File: config.mk
export PLATFORM = sky130hd
export DESIGN_NAME = qalu_combine
export DESIGN_NICKNAME = d
export VERILOG_FILES = /design/src/rtl/qalu_pkg.sv /design/src/rtl/qalu_combine.sv
export SDC_FILE = /design/constraint.sdc
export NUM_CORES = 2
export LEC_CHECK = 0
export BUFFER_PORTS_ARGS = -buffer_cell sky130_fd_sc_hd__clkbuf_2
export CAP_MARGIN = 20
export CORE_ASPECT_RATIO = 1.5
export CORE_UTILIZATION = 30
export DETAILED_ROUTE_END_ITERATION = 12
export MAX_ROUTING_LAYER = met4
export PLACE_DENSITY = 0.45
export SLEW_MARGIN = 40
export SYNTH_ARGS = -nofsm -noshare
export SYNTH_HDL_FRONTEND = slang
export SYNTH_SLANG_ARGS = --single-unit
export TNS_END_PERCENT = 1
File: constraint.sdc
create_clock -name vclk -period 8.82
set_input_delay 0.441 -clock vclk [all_inputs]
set_output_delay 0.441 -clock vclk [all_outputs]
set_load 0.005 [all_outputs]
File: src/rtl/qalu_pkg.sv
`default_nettype none

package qalu_pkg;

	typedef enum logic [2:0] {
		ACT_ADD   = 3'd0,
		ACT_SUB   = 3'd1,
		ACT_MUL   = 3'd2,
		ACT_SCALE = 3'd3,
		ACT_CONJ  = 3'd4,
		ACT_NEG   = 3'd5,
		ACT_DOT   = 3'd6,
		ACT_MAT   = 3'd7
	} action_t;

	typedef logic signed [15:0] fix16_t;
	typedef logic signed [31:0] prod_t;
	typedef logic signed [35:0] fix36_t;

	// index 0 is w, then x, y, z
	typedef fix16_t [3:0] quat_t;
	typedef prod_t [3:0][3:0] prods_t;
	typedef logic [1:0] row_t;

	localparam row_t ROW_FIRST = 2'd0;
	localparam row_t ROW_MID = 2'd1;
	localparam row_t ROW_LAST = 2'd2;

	localparam int Q14_SHIFT = 14;
	localparam fix36_t ONE_Q28 = 36'sd268435456;

	typedef struct packed {
		action_t action;
		fix16_t  a_w;
		fix16_t  a_x;
		fix16_t  a_y;
		fix16_t  a_z;
		fix16_t  b_w;
		fix16_t  b_x;
		fix16_t  b_y;
		fix16_t  b_z;
		fix16_t  scalar;
	} req_t;

	typedef struct packed {
		fix36_t out_0;
		fix36_t out_1;
		fix36_t out_2;
		fix36_t out_3;
		logic   last;
	} rsp_t;

	typedef struct packed {
		action_t action;
		quat_t   a;
		quat_t   b;
		prods_t  p;
	} stage_t;

	function automatic fix36_t ext32(input prod_t v);
		return fix36_t'($signed(v));
	endfunction

	function automatic fix36_t ext16(input fix16_t v);
		return fix36_t'($signed(v));
	endfunction

endpackage

`default_nettype wire

File: src/rtl/qalu_combine.sv
`default_nettype none

module qalu_combine (
	input  wire qalu_pkg::stage_t st,
	input  wire qalu_pkg::row_t   row,
	output qalu_pkg::rsp_t        rsp
);

	qalu_pkg::fix36_t e [4][4];
	qalu_pkg::fix36_t xx, yy, zz, xy, xz, yz, wx, wy, wz;

	always_comb begin
		for (int i = 0; i < 4; i++) begin
			for (int j = 0; j < 4; j++) begin
				e[i][j] = qalu_pkg::ext32(st.p[i][j]);
			end
		end
	end

	// doubled matrix terms
	always_comb begin
		xx = e[1][1] <<< 1;
		yy = e[2][2] <<< 1;
		zz = e[3][3] <<< 1;
		xy = e[1][2] <<< 1;
		xz = e[1][3] <<< 1;
		yz = e[2][3] <<< 1;
		wx = e[0][1] <<< 1;
		wy = e[0][2] <<< 1;
		wz = e[0][3] <<< 1;
	end

	always_comb begin
		rsp.out_0 = '0;
		rsp.out_1 = '0;
		rsp.out_2 = '0;
		rsp.out_3 = '0;
		rsp.last = (st.action != qalu_pkg::ACT_MAT) || (row == qalu_pkg::ROW_LAST);
		unique case (st.action)
			qalu_pkg::ACT_ADD: begin
				rsp.out_0 = (qalu_pkg::ext16(st.a[0]) + qalu_pkg::ext16(st.b[0]))
					<<< qalu_pkg::Q14_SHIFT;
				rsp.out_1 = (qalu_pkg::ext16(st.a[1]) + qalu_pkg::ext16(st.b[1]))
					<<< qalu_pkg::Q14_SHIFT;
				rsp.out_2 = (qalu_pkg::ext16(st.a[2]) + qalu_pkg::ext16(st.b[2]))
					<<< qalu_pkg::Q14_SHIFT;
				rsp.out_3 = (qalu_pkg::ext16(st.a[3]) + qalu_pkg::ext16(st.b[3]))
					<<< qalu_pkg::Q14_SHIFT;
			end
			qalu_pkg::ACT_SUB: begin
				rsp.out_0 = (qalu_pkg::ext16(st.a[0]) - qalu_pkg::ext16(st.b[0]))
					<<< qalu_pkg::Q14_SHIFT;
				rsp.out_1 = (qalu_pkg::ext16(st.a[1]) - qalu_pkg::ext16(st.b[1]))
					<<< qalu_pkg::Q14_SHIFT;
				rsp.out_2 = (qalu_pkg::ext16(st.a[2]) - qalu_pkg::ext16(st.b[2]))
					<<< qalu_pkg::Q14_SHIFT;
				rsp.out_3 = (qalu_pkg::ext16(st.a[3]) - qalu_pkg::ext16(st.b[3]))
					<<< qalu_pkg::Q14_SHIFT;
			end
			qalu_pkg::ACT_MUL: begin
				rsp.out_0 = e[0][0] - e[1][1] - e[2][2] - e[3][3];
				rsp.out_1 = e[0][1] + e[1][0] + e[2][3] - e[3][2];
				rsp.out_2 = e[0][2] - e[1][3] + e[2][0] + e[3][1];
				rsp.out_3 = e[0][3] + e[1][2] - e[2][1] + e[3][0];
			end
			qalu_pkg::ACT_SCALE: begin
				rsp.out_0 = e[0][0];
				rsp.out_1 = e[1][0];
				rsp.out_2 = e[2][0];
				rsp.out_3 = e[3][0];
			end
			qalu_pkg::ACT_CONJ: begin
				rsp.out_0 = qalu_pkg::ext16(st.a[0]) <<< qalu_pkg::Q14_SHIFT;
				rsp.out_1 = (-qalu_pkg::ext16(st.a[1])) <<< qalu_pkg::Q14_SHIFT;
				rsp.out_2 = (-qalu_pkg::ext16(st.a[2])) <<< qalu_pkg::Q14_SHIFT;
				rsp.out_3 = (-qalu_pkg::ext16(st.a[3])) <<< qalu_pkg::Q14_SHIFT;
			end
			qalu_pkg::ACT_NEG: begin
				rsp.out_0 = (-qalu_pkg::ext16(st.a[0])) <<< qalu_pkg::Q14_SHIFT;
				rsp.out_1 = (-qalu_pkg::ext16(st.a[1])) <<< qalu_pkg::Q14_SHIFT;
				rsp.out_2 = (-qalu_pkg::ext16(st.a[2])) <<< qalu_pkg::Q14_SHIFT;
				rsp.out_3 = (-qalu_pkg::ext16(st.a[3])) <<< qalu_pkg::Q14_SHIFT;
			end
			qalu_pkg::ACT_DOT: begin
				rsp.out_0 = e[0][0] + e[1][1] + e[2][2] + e[3][3];
			end
			qalu_pkg::ACT_MAT: begin
				unique case (row)
					qalu_pkg::ROW_FIRST: begin
						rsp.out_0 = qalu_pkg::ONE_Q28 - yy - zz;
						rsp.out_1 = xy - wz;
						rsp.out_2 = xz + wy;
					end
					qalu_pkg::ROW_MID: begin
						rsp.out_0 = xy + wz;
						rsp.out_1 = qalu_pkg::ONE_Q28 - xx - zz;
						rsp.out_2 = yz - wx;
					end
					qalu_pkg::ROW_LAST: begin
						rsp.out_0 = xz - wy;
						rsp.out_1 = yz + wx;
						rsp.out_2 = qalu_pkg::ONE_Q28 - xx - yy;
					end
					default: begin
						rsp.out_0 = '0;
					end
				endcase
			end
		endcase
	end

endmodule

`default_nettype wire

==> results.yml <==
run_status:
  status: "finished, final reports clean"
yosys:
  synth.most_common_cell: "inv_1"
  syn-cell-area_um2: 44600
  synth-compound-area-share: 0.298
  synth-xor-area-share: 0.0958
  synthSimpleGateAreaFrac: 0.177
  synth_fa_ha_area_frac: 0.329
  syn-num-nets: 7852
  synth_area_leaders: "ha_1 18%, fa_1 15%, inv_1 6.8%, a21oi_1 6.6%, xnor2_1 6.4%"
  ys_warn_count: 0
  netlist.area_leader.share: 0.176
  yosys-top-cells-count: "810 x inv_1, 626 x ha_1, 585 x a21oi_1, 509 x nor2_1, 415 x nand2_1"
  synth.area.mux_share: 0.00985
  netlist_instances: 6239
  yosysTopAreaCell: "ha_1"
  synth_top_family_by_area: "adder cells"
  yosysUniqueCellTypes: 101
  avgSynthCellArea_um2: 7.15
  seq_area_frac_synth: 0
power_and_ir_drop:
  seq_power_share: 0
  p_sw_mw: 4.10
  p_leak_nw: 24.3
  internal_power_mw: 2.42
  powerDensity_nw_per_um2: 128
  combPwrFrac: 1.000
  p_sw_frac: 0.629
  pwr-share-clk: 0
  irDropWorstVdd_v: 0.0000506
clocking:
  cts_resized: 0
  cts_hold_buffers: 0
  post_cts_buffers: 0
worst_setup_path:
  max_stage_delay_ns: 0.81
  critPathBufInv: 2
  endpoint_kind: "output port"
  critical_path_class: "in -> out"
  cpMostUsedCell: "nand2_1"
  path_delay_family: "simple AND/OR/NAND/NOR gates"
  crit_chain: "clkbuf_2, or4_1, or3_4, nor4_4, nand2_1, nor4_2, nand2_1, o41ai_2, xnor2_1, ha_1, a21oi_1, nand2_1, a41oi_1, or3b_1, o21ai_1, xnor2_1, a2111oi_0, o211ai_1, clkbuf_2"
  cp-start-kind: "input port"
  slowest_stage: "a2111oi_0"
  cp_max_fo: 10
  worstPathRequired_ns: 8.38
  arrival_ns: 6.27
detailed_routing:
  viasPerCell: 5.69
  wl_um: 254000
  drt_iter0_drc: 4062
  wl_met2_um: 119000
  drt_first_pass_iters: 7
  detail-route-antenna-nets: 0
  wl_met3_um: 15200
  remaining_drc_errors: 0
  route.vias.total: 50000
  met1_length_um: 105000
  wl_per_cell_um: 28.9
  top_layer: "met4"
global_routing:
  grt_usage: 0.334
  grt_first_pass_wirelength_um: 350000
  antenna_found_initial: 48
  grt_max_degree: 145
  gr-total-overflow: 0
  grt_pass1_vias: 48300
place:
  io_buffers: 790
  globalplace.congestion: 1.01
  hpwl_um: 221000
  dpl_cell_area_um2: 50700
  placed_cells: 8747
final_layout:
  nFlopsAndLatches: 0
  fin_area_um2: 50800
  final_cells: 8790
  layout-drive-gt1-share: 0.139
  seq_area_um2: 0
  utilization: 0.346
  clkbuf_count: 0
  fin_nets: 8449
  syn2layout_area_growth_pct: 13.9
floorplan:
  rows: 172
  initial_core_util: 0.303
  core_region_area_um2: 147000
  die-area_um2: 150000
  pin_count: 790
  fp.dieW_um: 317
  die_y_um: 474
sta:
  max_slew_margin: 0.361
  rsz0062_at_grt: "false"
  setup_tns_ns: 0
  tightestPinTransition_ns: 0.949
  setup_viol: 0
  slew_viol_final: 0
  period_needed_ns: 6.71
  finalHoldViolCount: 0
  fmax_mhz: 149
  final.period_utilization: 0.761
run:
  cap_violations: 0
min_path:
  hold_class: "in -> out"
[per-stage QoR]
stage / setup WS, ns / total power [mW] / hold WS, ns
after floorplan: 3.76 / 4.17 / 0.967
after global routing: 1.97 / 7.08 / 1.23
after global placement: 2.35 / 6.41 / 1.20
after CTS: 2.28 / 6.46 / 1.21
after detailed placement: 2.31 / 6.42 / 1.21
final: 2.11 / 6.52 / 1.20
[final timing paths]
path,from,to,slack (ns),cells past startpoint
worst max-delay path,st[170],rsp[67],2.11,19
worst min-delay path,st[397],rsp[14],1.20,4
[power groups by stage]
stage               combinational (mW)  sequential, mW   clock [mW]
floorplan                         4.17               0            0
global placement                  6.41               0            0
detailed placement                6.42               0            0
CTS                               6.46               0            0
global route                      7.08               0  0.000000482
finish                            6.52               0  0.000000558
[cell families after synthesis]
kind of cell / after synthesis
xor+xnor: 488
simple gates: 1645
buf+inv: 1066
mux: 42
fa+ha+maj: 968
compound gates: 2030
[area by class of cell]
class	instances	area, um^2
Tap cell	1914	2390
Multi-Input combinational cell	5173	40800
Timing Repair Buffer	849	4410
Inverter	812	3050
Antenna cell	42	105
Fill cell	16300	96200
[cells in the final DEF (no fill, tap or decap), drive strengths merged, types with 50 or more instances in the layout]
master  synthesis  routed
nand2         417     417
nand4          50      50
xnor2         324     324
a21o          165     165
fa            342     342
ha            626     626
clkbuf        222     787
a21oi         586     586
o31ai          60      60
nand2b         97      97
buf            32      62
o21ai         384     384
o211ai         63      63
nor2b          78      78
xor2          164     164
o21a           62      62
a221oi         59      59
inv           812     812
or3            55      55
a31oi          73      73
o21bai         71      71
nor2          509     509
nand3          98      98
nor3          134     134
o22ai          55      55
a211oi         86      86
[metal layers]
metal  up-vias  global-route usage
met3       315              0.0408
met2      1976               0.548
met4         0               0.160
met5         -                   -
met1     24400               0.402
li1      23300                   -
Note: power is estimated with default switching activity, not from simulation.
